===== src/rtl/fth_pkg.sv =====
package fth_pkg;

    localparam logic [31:0] MIX_C1   = 32'hcc9e2d51;
    localparam logic [31:0] MIX_C2   = 32'h1b873593;
    localparam logic [31:0] MIX_ADD  = 32'he6546b64;
    localparam logic [31:0] FIN_C1   = 32'h85ebca6b;
    localparam logic [31:0] FIN_C2   = 32'hc2b2ae35;
    localparam logic [31:0] KEY_LEN  = 32'd12;

    localparam logic [7:0]  PROTO_TCP = 8'd6;
    localparam logic [7:0]  PROTO_UDP = 8'd17;

    localparam int          ADDR_W        = 3;
    localparam logic [ADDR_W-1:0] REG_SEED_ADDR = 3'd0;

    localparam int          QUEUE_DEPTH = 4;
    localparam int          QUEUE_AW    = $clog2(QUEUE_DEPTH);

    localparam int          PIPE_STAGES = 8;

    // The three key words handed from the front to the hash pipeline.
    typedef struct packed {
        logic [31:0] src;
        logic [31:0] dst;
        logic [31:0] ports;
    } t_flow_words;

    // Queue status seen by the front and the back.
    typedef struct packed {
        logic full;
        logic empty;
    } t_queue_status;

endpackage


===== src/rtl/fth_queue.sv =====
module fth_queue (
    input  logic                   i_clk,
    input  logic                   i_rst_n,
    input  logic                   i_push,
    input  fth_pkg::t_flow_words   i_words,
    input  logic                   i_pop,
    output fth_pkg::t_flow_words   o_words,
    output fth_pkg::t_queue_status o_status
);
    import fth_pkg::*;

    t_flow_words              r_mem [QUEUE_DEPTH];
    logic [QUEUE_AW-1:0]      r_wr_ptr, n_wr_ptr;
    logic [QUEUE_AW-1:0]      r_rd_ptr, n_rd_ptr;
    logic [QUEUE_AW:0]        r_count, n_count;
    logic                     do_push;
    logic                     do_pop;

    assign o_status.full  = (r_count == (QUEUE_AW+1)'(QUEUE_DEPTH));
    assign o_status.empty = (r_count == '0);
    assign do_push        = i_push && !o_status.full;
    assign do_pop         = i_pop && !o_status.empty;
    assign o_words        = r_mem[r_rd_ptr];

    always_comb begin
        n_wr_ptr = do_push ? r_wr_ptr + 1'b1 : r_wr_ptr;
        n_rd_ptr = do_pop  ? r_rd_ptr + 1'b1 : r_rd_ptr;
        n_count  = r_count;
        if (do_push && !do_pop) begin
            n_count = r_count + 1'b1;
        end else if (do_pop && !do_push) begin
            n_count = r_count - 1'b1;
        end
    end

    always_ff @(posedge i_clk) begin
        if (!i_rst_n) begin
            r_wr_ptr <= '0;
            r_rd_ptr <= '0;
            r_count  <= '0;
        end else begin
            r_wr_ptr <= n_wr_ptr;
            r_rd_ptr <= n_rd_ptr;
            r_count  <= n_count;
        end
    end

    always_ff @(posedge i_clk) begin
        if (do_push) begin
            r_mem[r_wr_ptr] <= i_words;
        end
    end

endmodule


===== config.mk =====
export PLATFORM = sky130hd
export DESIGN_NAME = fth_queue
export DESIGN_NICKNAME = d
export VERILOG_FILES = /design/src/rtl/fth_pkg.sv /design/src/rtl/fth_queue.sv
export SDC_FILE = /design/constraint.sdc
export NUM_CORES = 1
export LEC_CHECK = 0
export BUFFER_PORTS_ARGS = -buffer_cell sky130_fd_sc_hd__buf_2
export CORE_MARGIN = 2
export CORE_UTILIZATION = 44
export CTS_CLUSTER_SIZE = 12
export DETAILED_ROUTE_END_ITERATION = 6
export PLACE_DENSITY = 0.7
export REMOVE_ABC_BUFFERS = 1
export SYNTH_ARGS = -nofsm -noshare
export SYNTH_HDL_FRONTEND = slang
export SYNTH_SLANG_ARGS = --single-unit

===== constraint.sdc =====
create_clock -name i_clk -period 4.1 [get_ports i_clk]
set_clock_uncertainty 0.05 [all_clocks]
set_input_delay 0.82 -clock i_clk [delete_from_list [all_inputs] [get_ports i_clk]]
set_output_delay 0.82 -clock i_clk [all_outputs]
set_load 0.02 [all_outputs]

# Yosys cells after proc, flatten, opt, wreduce, memory -nomap -nowiden
# Memory sizes are Yosys's and may differ from the RTL's. A register that Yosys moved wholly into a read port is not among the register bits.
# Index checks and enable logic that the tools add are counted.
totals:
  out_inout_bits: 98
  regBits: 7
  n_memories: 1
  mem_bits_rw: 384
  inputBits: 100
mem_list:
  columns: ["memory", "depth", "width", "read_ports", "rd_ports_with_merged_regs", "write_ports", "line", "text"]
  rows:
  - ["r_mem", 4, 96, 1, 1, 1, "fth_queue.sv:12", "t_flow_words r_mem [QUEUE_DEPTH];"]
classes:
  n_eq_ne: 1
  mux: 6
  reduce_logical: 10
  n_addsub: 4
op_table:
  columns: ["operator", "count"]
  rows:
  - ["3-bit two-way mux", 2]
  - ["2-bit by 1-bit adder with 2-bit output (second input constant)", 2]
  - ["1-bit logical AND", 4]
  - ["1-bit logical NOT", 4]
  - ["2-bit two-way mux", 2]
  - ["3-bit by 1-bit adder with 3-bit output (second input constant)", 1]
  - ["3-bit equality test (second input constant)", 1]
  - ["3-bit logical NOT", 1]
  - ["3-bit by 1-bit subtractor with 3-bit output (second input constant)", 1]
  - ["1-bit two-way mux", 2]
  - ["2-bit nonzero test", 1]

# Depth between registers and ports, before layout
logic_depth:
  depth_word: 7
  depth_mapped: 9
  mapped_depth_nobuf: 8

# Least setup slack after synthesis
# No wires, ideal clock.
synth_timing:
  path_kind: "input to register"
  startpoint: "input port i_push"
  endpoint: "memory r_mem[2][0] in the netlist's numbering (enable)"
  setup_ns: 0.466
  setup_slack_ns: 0.155
  arrival_ns: 3.430
  path_buffers: 1
  path_stages: 3
  path_cell_list: "nor2b_1 clkbuf_1 and2_1"
synth_via:
  elab_chain_len: 3
synth_rtl:
  columns: ["element", "line", "text"]
  rows:
  - ["from (decl)", "fth_queue.sv:4", "input logic i_push,"]
  - ["1-bit logical AND", "fth_queue.sv:21", "assign do_push = i_push && !o_status.full;"]
  - ["net do_push", "fth_queue.sv:16", "logic do_push;"]
  - ["1-bit two-way mux", "fth_queue.sv:49", "if (do_push) begin"]
  - ["1-bit two-way mux (not written as such)", "fth_queue.sv:50", "r_mem[r_wr_ptr] <= i_words;"]
  - ["to (decl)", "fth_queue.sv:12", null]
# The timed path passes the listed nets, and every way through them passes these cells.

==> impl_results.md <==
* Place WS at 1.18 ns
* Fin crit share at 0.781
* Setup Fix Bufs, Post-CTS at 0
* Skew-Pair Late Insertion Delay at around 0.52 ns
* Die ar. at roughly 34,000 sq um
* WP data required at 3.23 ns
* Worst reg2reg path startpoint: r_count[0]
* Die H at between 150 and 200 microns
* Commonest non-fill, non-tap cell in the layout: edfxtp_1
* Post-CTS sizing at 0
* Buffers added on ports at 197
* Post-synth EDFFs at ~380
* Setup repair after global routing missed its margin: false
* Gate Count Post-Synth at 550
* CP endpoint kind: output port
* Drc violations at 0
* Hold buffers post-CTS at 0
* # fillers at 2,460
* Final nets at 884
* CTS H-tree depth at 2
* Clk sinks at 393
* Gpl congestion at 0.689
* DP HPWL at 16.5 mm
* FP Rows at 66
* Register-to-Register Path Depth at 8
* Fin area at 17,000 sq um
* Commonest cells after routing, fill and taps aside: 384 x edfxtp_1, 197 x buf_2, 96 x mux4_2
* Gr usage total at 0.156
* Gr ovfl total at 0
* Drt first-iter violations at 508
* CP top delay family: multiplexers
* Core ar. at about 32,000 sq um
* Slowest cell on the critical path: mux4_2
* Leakage power at 5.65 nW
* Iteration count of the initial detailed-routing pass at 5
* Critical Path AT at 2.33 ns
* Share of cells above drive strength 1 at 0.451
* Root buffer cell: clkbuf_16
* Layout area overhead at 19.0%
* CP max stage delay at 0.63 ns
* Reg area at 11,700 sq um
* Worst-path fanout max at 46
* Reg clk slew, reported paths at 0.06 ns
* Number of global-route vias before repair at about 6,500
* Setup-failing EPs final at 0
* Via density per instance at 5.15
* Critical path class: reg -> out
* I/O Pins at 198
* Distinct cells, synth at 23
* Syn Area/Cell at between 20 and 30 sq um
* Placed cell areas at 15,900 sq um
* Kind of start point of the critical path: register
* Placed Cells at 1,178
* CTS Buf Count at 40
* Worst hold path class: reg -> reg
* Pwr dens at 646 nW/um^2
* Die extent in x at 184 microns
* Ys async rst share at 0
* FF+latch count, synth at 393
* Multi-input logic area at 2440 sq um
* Initial core utilization at 0.443
* R2R setup slack at 1.50 ns
* Antenna violations before repair at 10
* Synth Flop Type: edfxtp_1
* Crit. path cell count at 3
* Sequential-to-total area share from yosys stat at 0.818
* Global-route wire length before repair at 39.3 mm
* Synthesis Warnings at 0
* CP bufs+invs at 2
* Worst VDD drop at approximately 0.00052 V
* Cell Area, Synth at 14,300 sq um
* Antenna Nets Post-Route at 0
* Largest net degree at the start of global routing at 97
* Vias at ~6,400
* Reg2reg end: r_count[2]
* Detailed Route WL at 26.8 mm
* CTS tree: yes
* Slew @ Worst Pin at approximately 0.75 ns
* Final hold viol count at 0
* Drt wl/cell at 21.6 microns
* Cells along the critical path: buf_12 -> mux4_2 -> buf_2
* Max-cap check violation count at 0
* Peak Freq at 312 MHz
* Worst-case clock buffer depth at 3
* Non-filler instance count after layout at approximately 1,200
* Worst slew margin at 0.499
* Status: finished, final reports clean
* Count of pins over their slew limit at 0
* Fin crit period at around 3.2 ns
* Worst setup path end: o_words[33]
* Final setup margin at 0.898 ns
logic make-up (layout without fill, tap and decap cells):
group | after synthesis | after routing | share of synthesized area
adders and majority gates | 6 | 6 | 0.00577
other | 0 | 5 | 0
buffers and inverters | 27 | 269 | 0.0118
AOI/OAI and AO/OA | 4 | 4 | 0.00201
muxes | 99 | 99 | 0.153
and+or+nand+nor | 17 | 17 | 0.00673
DFF | 393 | 393 | 0.818
xor gates and xnor gates | 4 | 4 | 0.00245
synthesized netlist by cell type (2+ instances only):
| cell | number | share of area |
|---|---|---|
| nand2_1 | 4 | 0.0010 |
| xnor2_1 | 3 | 0.0018 |
| buf_2 | 11 | 0.0038 |
| and2_1 | 8 | 0.0035 |
| buf_6 | 5 | 0.0039 |
| dfxtp_1 | 9 | 0.013 |
| nor2b_1 | 2 | 0.00087 |
| clkbuf_1 | 7 | 0.0018 |
| edfxtp_1 | 384 | 0.81 |
| mux2i_1 | 3 | 0.0021 |
| ha_1 | 5 | 0.0044 |
| inv_1 | 3 | 0.00079 |
| mux4_2 | 96 | 0.15 |
metal layers:
layer / vias up / track usage / part of all wire
met2: 194 / 0.234 / 0.47
met1: 3323 / 0.219 / 0.43
met5: - / 0 / 0.0023
met3: 44 / 0.0561 / 0.082
li1: 2815 / - / -
met4: 8 / 0.0448 / 0.016
where the power goes:
| group | leakage (nW) | internal (mW) | switching (mW) |
|---|---|---|---|
| sequential | 3.59 | 4.88 | 0.184 |
| clock | 0.548 | 1.86 | 1.35 |
| combinational | 1.51 | 1.18 | 1.56 |
state kept, by name, indices dropped and copies added, names as in the netlist, named ones only:
signal    count
r_wr_ptr      2
r_mem       384
r_count       3
r_rd_ptr      2
worst register-to-register path, cell delays in order (launching register included):
cell and delay (ns):
dfxtp_1 0.46, nor3b_1 0.11, nor2b_1 0.56, ha_1 0.30, inv_1 0.06, fa_1 0.37, xor2_1 0.18, or3_1 0.30
a21boi_0 0.15
per-stage QoR:
| step | utilization | TNS [ns] | hold WS, ns | power [mW] |
|---|---|---|---|---|
| 4_1_cts | 0.527 | 0 | 0.432 | 11.2 |
| 5_1_grt | 0.527 | 0 | 0.446 | 11.5 |
| 3_3_place_gp | 0.492 | 0 | 0.437 | 7.91 |
| 6_report | 0.528 | 0 | 0.455 | 11.0 |
| 2_1_floorplan | - | -144.37 | 0.418 | 7.06 |
| 3_5_place_dp | 0.492 | 0 | 0.450 | 7.95 |
layout make-up:
type | count | area share
Antenna cell | 5 | 0.000734
Clock buffer | 48 | 0.0618
Timing Repair Buffer | 210 | 0.0687
Sequential cell | 393 | 0.688
Clock inverter | 8 | 0.00419
Inverter | 3 | 0.000661
Multi-Input combinational cell | 130 | 0.144
Tap cell | 442 | 0.0325
how the worst min path moves through the flow:
stage | start | to | cells past startpoint
floorplan | r_wr_ptr[1] | r_wr_ptr[1] | 2
global placement | r_wr_ptr[0] | r_wr_ptr[0] | 2
detailed placement | r_wr_ptr[1] | r_wr_ptr[1] | 2
CTS | i_words[29] | r_mem[3][29] | 1
global route | i_words[31] | r_mem[0][31] | 1
finish | r_wr_ptr[1] | r_wr_ptr[1] | 2
Note: power is estimated with default switching activity, not from simulation.
