File: config.mk
export PLATFORM = sky130hd
export DESIGN_NAME = fth_front
export DESIGN_NICKNAME = d
export VERILOG_FILES = /design/src/rtl/fth_pkg.sv /design/src/rtl/fth_front.sv
export SDC_FILE = /design/constraint.sdc
export NUM_CORES = 1
export LEC_CHECK = 0
export BUFFER_PORTS_ARGS = -buffer_cell sky130_fd_sc_hd__buf_2
export CORE_AREA = 3 3 79 81
export DETAILED_ROUTE_END_ITERATION = 10
export DIE_AREA = 0 0 82 84
export PLACE_DENSITY_LB_ADDON = 0.12
export SKIP_LAST_GASP = 1
export SLEW_MARGIN = 40
export SYNTH_ARGS = -nofsm -noshare
export SYNTH_HDL_FRONTEND = slang
export SYNTH_SLANG_ARGS = --single-unit
File: constraint.sdc
create_clock -name vclk -period 2.8
set_input_delay 0.28 -clock vclk [all_inputs]
set_output_delay 0.28 -clock vclk [all_outputs]
set_load 0.1 [all_outputs]
File: src/rtl/fth_pkg.sv
package fth_pkg;

    localparam logic [31:0] MIX_C1   = 32'hcc9e2d51;
    localparam logic [31:0] MIX_C2   = 32'h1b873593;
    localparam logic [31:0] MIX_ADD  = 32'he6546b64;
    localparam logic [31:0] FIN_C1   = 32'h85ebca6b;
    localparam logic [31:0] FIN_C2   = 32'hc2b2ae35;
    localparam logic [31:0] KEY_LEN  = 32'd12;

    localparam logic [7:0]  PROTO_TCP = 8'd6;
    localparam logic [7:0]  PROTO_UDP = 8'd17;

    localparam int          ADDR_W        = 3;
    localparam logic [ADDR_W-1:0] REG_SEED_ADDR = 3'd0;

    localparam int          QUEUE_DEPTH = 4;
    localparam int          QUEUE_AW    = $clog2(QUEUE_DEPTH);

    localparam int          PIPE_STAGES = 8;

    // The three key words handed from the front to the hash pipeline.
    typedef struct packed {
        logic [31:0] src;
        logic [31:0] dst;
        logic [31:0] ports;
    } t_flow_words;

    // Queue status seen by the front and the back.
    typedef struct packed {
        logic full;
        logic empty;
    } t_queue_status;

endpackage

File: src/rtl/fth_front.sv
module fth_front (
    input  logic                  i_valid,
    input  logic [31:0]           i_src_ip,
    input  logic [31:0]           i_dst_ip,
    input  logic [7:0]            i_ip_protocol,
    input  logic [15:0]           i_src_port,
    input  logic [15:0]           i_dst_port,
    input  logic                  i_ports_present,
    input  fth_pkg::t_queue_status i_queue_status,
    output logic                  o_stall,
    output logic                  o_push,
    output fth_pkg::t_flow_words  o_words
);
    import fth_pkg::*;

    logic use_ports;

    // Ports count only for TCP and UDP with enough payload to hold them.
    assign use_ports = i_ports_present &&
                       ((i_ip_protocol == PROTO_TCP) || (i_ip_protocol == PROTO_UDP));

    assign o_stall       = i_queue_status.full;
    assign o_push        = i_valid && !i_queue_status.full;
    assign o_words.src   = i_src_ip;
    assign o_words.dst   = i_dst_ip;
    assign o_words.ports = use_ports ? {i_dst_port, i_src_port} : 32'd0;

endmodule

* Word-level counts from Yosys, hierarchy flattened
Cells that the tools add are included.
** Word-level totals
- Bits of input ports :: 108
- Flip-flop bits (word level) :: 0
- Output and inout bits :: 98
- Logic and storage cells :: 7
** Cells by class
- Equal/unequal tests :: 2
- Reductions and logical operators :: 4
- Mux-type cells :: 1
** Operator list (number)
- 32-bit two-way mux :: 1
- 8-bit by 3-bit == test with 1-bit output (second input constant) :: 1
- 8-bit by 5-bit == test with 1-bit output (second input constant) :: 1
- 1-bit logical AND :: 2
- 1-bit logical NOT :: 1
- 1-bit logical OR :: 1

* Logic depth before layout (Yosys ltp)
Gate-level depths: netlist (run 1).
- Depth after elaboration :: 4
- Gate-level depth with buffers :: 3
- Depth with buffers taken out :: 2

* Least setup slack after synthesis (run 1)
No wires, ideal clock.
- Path type :: input -> output
- From :: input i_ip_protocol[5]
- To :: output o_words[24] (netlist bit)
- Arrival time :: 4.063 ns
- Stages on the path :: 2
- Data required time :: 2.520 ns
- Setup slack :: -1.543 ns
- Buffers on the path :: 0
- Path through :: or3_4 > a2111oi_1
** RTL lines
- from (decl) :: line fth_front.sv:5 : input logic [7:0] i_ip_protocol,
- to (decl) :: line fth_front.sv:12 : output fth_pkg::t_flow_words o_words

==> results of run 1 <==
## cell usage after synthesis (all sizes together)
| cell | instances |
|---|---|
| nand4bb | 2 |
| or3 | 1 |
| buf | 77 |
| nor2b | 1 |
| clkbuf | 3 |
| nand2 | 32 |
| a2111oi | 32 |
## report_power, final
part	leakage [nW]	switching [W]	internal, W
clock	0	0	0
sequential	0	0	0
combinational	0.453	0.0000760	0.0000344
## cells by family after synthesis
group           count (synthesis)  share of synthesized area, %
compound gates                 32                         39.04
buf+inv                        80                         47.66
simple gates                   36                         13.29
## worst max-delay path: cells and delay by family
kind            cells  cell delay, ns
simple gates        1            0.60
buf+inv             2            0.58
compound gates      1            0.42
## path summary, 6_finish.rpt
check,startpoint,end
worst max-delay path,i_ip_protocol[5],o_words[3]
worst min-delay path,i_src_ip[15],o_words[79]
## area by class of cell
class / count / area share, %
Timing Repair Buffer: 79 / 35.23
Multi-Input combinational cell: 68 / 56.89
Tap cell: 72 / 7.877
## stage by stage
stage | hold WS, ns | setup TNS, ns | std cells | power, W | cell area, um^2
floorplan | 0.7331 | -9.475 | 148 | 0.0005056 | 1215
global placement | 0.5607 | 0 | 219 | 0.0001100 | 1141
detailed placement | 0.5607 | 0 | 219 | 0.0001111 | 1141
CTS | 0.5607 | 0 | 219 | 0.0001118 | 1141
global route | 0.5601 | 0 | 219 | 0.0001205 | 1144
finish | 0.5600 | 0 | 219 | 0.0001104 | 1144
## routing by layer
metal,vias up,part of all wire (%),GRT usage (%)
li1,468,-,-
met1,451,30,10.07
met2,94,51,18.37
met3,6,18,5.940
met4,0,1.2,1.511
met5,-,0,0
==> out/results.ini, run 1 <==
[critical_path]
cp-end-kind=output port
cp_common_cell=buf_2
worst-setup-path-type=in -> out
cp.required_ns=2.52
slowest_delay_ns=0.60
cp_slowest_cell=or3_4
cp_max_fo=32
crit_arrival_ns=1.90
cp_cell_sequence=buf_2 -> or3_4 -> a2111oi_2 -> buf_2
startpoint_type=input pin

[sta]
maxSlewHeadroom_pct=64.05
slew_violations=0
hold_violations=0
worst_pin_slew_ns=0.5393
grt_setup_unrepaired=false
fmax_mhz=459.2
finalSetupViolCount=0
finalCritPeriodShare_pct=77.78
layout_min_cycle_time_ns=2.178
setup_slack_ns=0.6221

[global_routing]
grt_pass1_vias=926
antenna_found_initial=0
grt_use_total_pct=10.20
grt_max_degree=33
grt-ovfl-total=0
grt_pass1_wl_um=5747

[floorplan]
die_h_um=84
start_util_pct=21.75
io-pin-count=206
rows=27
dieArea_um2=6888
die_w_um=82
core_area_um2=5540

[pwr]
leakagePower_nw=0.4535
vdd_drop_max_mv=0.06145
power_density_nw_per_um2=96.54

[cells_and_area]
regArea_um2=0
diodes=0
nFlopsAndLatches=0
clock_buffers=0
nets=257
drive_above_1_share_pct=77.55
nFillCells=649
layout_commonest_cell=buf_2
final_core_util_pct=20.64
final_cell_mix=76 x buf_2, 32 x nand2_1, 32 x a2111oi_2, 3 x buf_4, 2 x nand4bb_2
multi_input_area_um2=650.6
syn2layout_area_growth_pct=-5.088

[place]
port_buffers=77
globalplace.congestion=0.6385
dp_hpwl_um=3343
place_ws_ns=0.6067

[cts]
cts_resized=0
post_cts_buffers=0
cts_hold_buf=0

[logic_synthesis]
ys_seq_area_share_pct=0
yosys-top-cells-area=buf_4 40%, a2111oi_2 37%, nand2_1 10%
synth_fp_nets=256
synthCells=148
netlist_area_um2=1205
yosysWarnings=0
synth.largest_area_cell=buf_4
avgSynthCellArea_um2=8.141
synth_cell_types=11
synth_top_area_share_pct=40.50

[flow_run]
maxCapViolations=0

[route]
routed_via_density=4.653
vias=1019
routed_wl_um=4050
wl_per_cell_um=18.49
firstDrtPassIters=4
drtIter0Drc=17
ant_nets=0
route.detailed.drc=0

[outcome]
status=complete, no violations

[worst_hold_path]
min_path_type=in -> out
min_delay_path_depth=0

Note: power is estimated with default switching activity, not from simulation.
==> inputs of run 2 (changes only) <==
--- a/config.mk
+++ b/config.mk
@@ -5,10 +5,11 @@
 export SDC_FILE = /design/constraint.sdc
 export NUM_CORES = 1
 export LEC_CHECK = 0
+export ABC_AREA = 1
 export BUFFER_PORTS_ARGS = -buffer_cell sky130_fd_sc_hd__buf_2
-export CORE_AREA = 3 3 79 81
+export CORE_AREA = 3 3 80 82
 export DETAILED_ROUTE_END_ITERATION = 10
-export DIE_AREA = 0 0 82 84
+export DIE_AREA = 0 0 83 85
 export PLACE_DENSITY_LB_ADDON = 0.12
 export SKIP_LAST_GASP = 1
 export SLEW_MARGIN = 40
==> constraint.sdc (replaced) <==
create_clock -name vclk -period 2.2
set_input_delay 0.22 -clock vclk [all_inputs]
set_output_delay 0.22 -clock vclk [all_outputs]
set_load 0.1 [all_outputs]
==> out/results.ini, run 2 <==
[route]
routed_wl_um=2567  ; -37%
ant_nets=0  ; unchanged
drtIter0Drc=4  ; -13
routed_via_density=3.183  ; -32%
firstDrtPassIters=2  ; -2
route.detailed.drc=0  ; unchanged
wl_per_cell_um=10.92  ; -41%
vias=748  ; -27%

[place]
place_ws_ns=0.4468  ; -0.1599 ns
placed_cells=235  ; +7.3%
dp_hpwl_um=2398  ; -28%
dpl-instance-area_um2=1388  ; +22%
globalplace.congestion=0.6783  ; +6.2%
port_buffers=77  ; unchanged

[pwr]
p_sw_share_pct=59.33  ; -9.5 points
internal-power_w=0.00004589  ; +33%
p_sw_w=0.00006694  ; -12%
leakagePower_nw=0.7370  ; +63%
power_density_nw_per_um2=81.31  ; -16%
p_clk_share_pct=0  ; unchanged
vdd_drop_max_mv=0.03758  ; -39%
pwr-share-seq_pct=0  ; unchanged
combPwrFrac_pct=100.0  ; about the same

[sta]
grt_setup_unrepaired=false
maxSlewHeadroom_pct=67.97  ; +3.9 points
finalCritPeriodShare_pct=77.33
worst_pin_slew_ns=0.4838  ; -0.05554 ns
finalSetupViolCount=0  ; unchanged
setup_slack_ns=0.4988  ; -0.1233 ns
hold_violations=0  ; unchanged
layout_min_cycle_time_ns=1.701
fmax_mhz=587.8
slew_violations=0  ; unchanged
fin_tns_setup_ns=0  ; unchanged

[outcome]
status=complete, no violations

[cts]
cts_resized=0  ; unchanged
post_cts_buffers=0  ; unchanged
cts_hold_buf=0  ; unchanged

[flow_run]
maxCapViolations=0  ; unchanged

[critical_path]
cp.required_ns=1.98  ; -0.54 ns
cp-end-kind=output port
startpoint_type=input pin
worst-setup-path-type=in -> out
crit_arrival_ns=1.48  ; -0.42 ns
crit_path_start=i_ip_protocol[6]
cp_max_fo=15  ; -53%

[logic_synthesis]
synthCells=149  ; +0.68%
synth_cell_types=9  ; -2
yosysWarnings=0  ; unchanged
synth.largest_area_cell=buf_4
yosys-top-cells-area=buf_4 52%, nor2_2 19%, inv_1 16%
synth_top_area_share_pct=52.21  ; +12 points
synth_fp_nets=257  ; +0.39%
yosys-top-cells-count=65 x buf_4, 39 x inv_1, 28 x nor2_2
netlist_area_um2=934.6  ; -22%
avgSynthCellArea_um2=6.273  ; -23%
ys_seq_area_share_pct=0  ; unchanged
synth_most_common_cell=buf_4

[floorplan]
dieArea_um2=7055  ; +2.4%
rows=28  ; +3.7%
die_w_um=83  ; +1.2%
die_h_um=85  ; +1.2%
io-pin-count=206  ; unchanged
start_util_pct=16.07  ; -5.7 points
core_area_um2=5816  ; +5.0%

[cells_and_area]
final_core_util_pct=23.86  ; +3.2 points
syn2layout_area_growth_pct=48.46
nFlopsAndLatches=0  ; unchanged
nets=270  ; +5.1%
regArea_um2=0  ; unchanged
layout_commonest_cell=buf_2
diodes=0  ; unchanged
final_cell_mix=45 x buf_2, 39 x inv_1, 32 x buf_12, 28 x nor2_2
drive_above_1_share_pct=69.38  ; -8.2 points
final_area_um2=1388  ; +21%
clock_buffers=0  ; unchanged
nFillCells=659  ; +1.5%
layoutNonFillerInstCount=235  ; +7.3%

[global_routing]
grt-ovfl-total=0  ; unchanged
grt_use_total_pct=6.653  ; -3.5 points
grt_pass1_wl_um=3933  ; -32%
grt_pass1_vias=737  ; -20%
antenna_found_initial=0  ; unchanged
grt_max_degree=16  ; -52%

[worst_hold_path]
min_delay_path_depth=0  ; unchanged
worstHoldEndpoint=o_words[69]
worstHoldStart=i_src_ip[5]
min_path_type=in -> out

-- run 2: cell types whose count changed in the layout (fill, tap and decap cells not counted), sizes merged --
cell,delta
a2111oi,-32
inv,+39
nand2,-28
nand3,+3
nand4bb,-2
nor2,+35
nor2b,-1
or3,-1
-- run 2: cell families after synthesis --
| logic type | after synthesis | synth area share (%) |
|---|---|---|
| buffers and inverters | 107 | 71.49 |
| and+or+nand+nor | 42 | 28.51 |
-- run 2: power groups by stage --
stage	registers [W]	logic [W]	clock network (W)
6_report	0	0.000113	0
5_1_grt	0	0.000124	0
4_1_cts	0	0.000115	0
3_5_place_dp	0	0.000114	0
3_3_place_gp	0	0.000113	0
2_1_floorplan	0	0.000612	0
-- run 2: worst max-delay path by stage --
stage,slack [ns],cells after the start,endpoint
after floorplan,0.13,5,o_words[24]
after global placement,0.44,8,o_words[28]
after detailed placement,0.45,8,o_words[6]
after CTS,0.45,8,o_words[6]
after global routing,0.34,8,o_words[5]
final,0.50,8,o_words[28]
-- run 2: final cells by class --
type	instances	area, um^2	share of cell area, %
multi-input combinational	42	266.5	19.21
inverter	39	146.4	10.55
tap	75	93.84	6.763
timing repair buffer	79	880.8	63.48
-- run 2: through the flow --
| stage | power, W | hold WS (ns) |
|---|---|---|
| after floorplan | 0.0006119 | 0.6389 |
| after global placement | 0.0001130 | 0.4407 |
| after detailed placement | 0.0001142 | 0.4407 |
| after CTS | 0.0001146 | 0.4407 |
| after global routing | 0.0001242 | 0.4401 |
| final | 0.0001128 | 0.4400 |
-- run 2: critical path: stages --
cell and delay (ns):
buf_2 0.09, nor2_1 0.09, nand2_1 0.06, nor2_2 0.13, nand3_4 0.23, buf_4 0.31
nor2_2 0.15, buf_12 0.19
-- run 2: layer usage --
| layer | track usage, % | vias up | wire length [um] |
|---|---|---|---|
| met1 | 7.122 | 287 | 862 |
| li1 | - | 366 | - |
| met2 | 11.73 | 75 | 1273 |
| met5 | 0 | - | 0 |
| met3 | 3.010 | 20 | 360 |
| met4 | 2.080 | 0 | 70 |
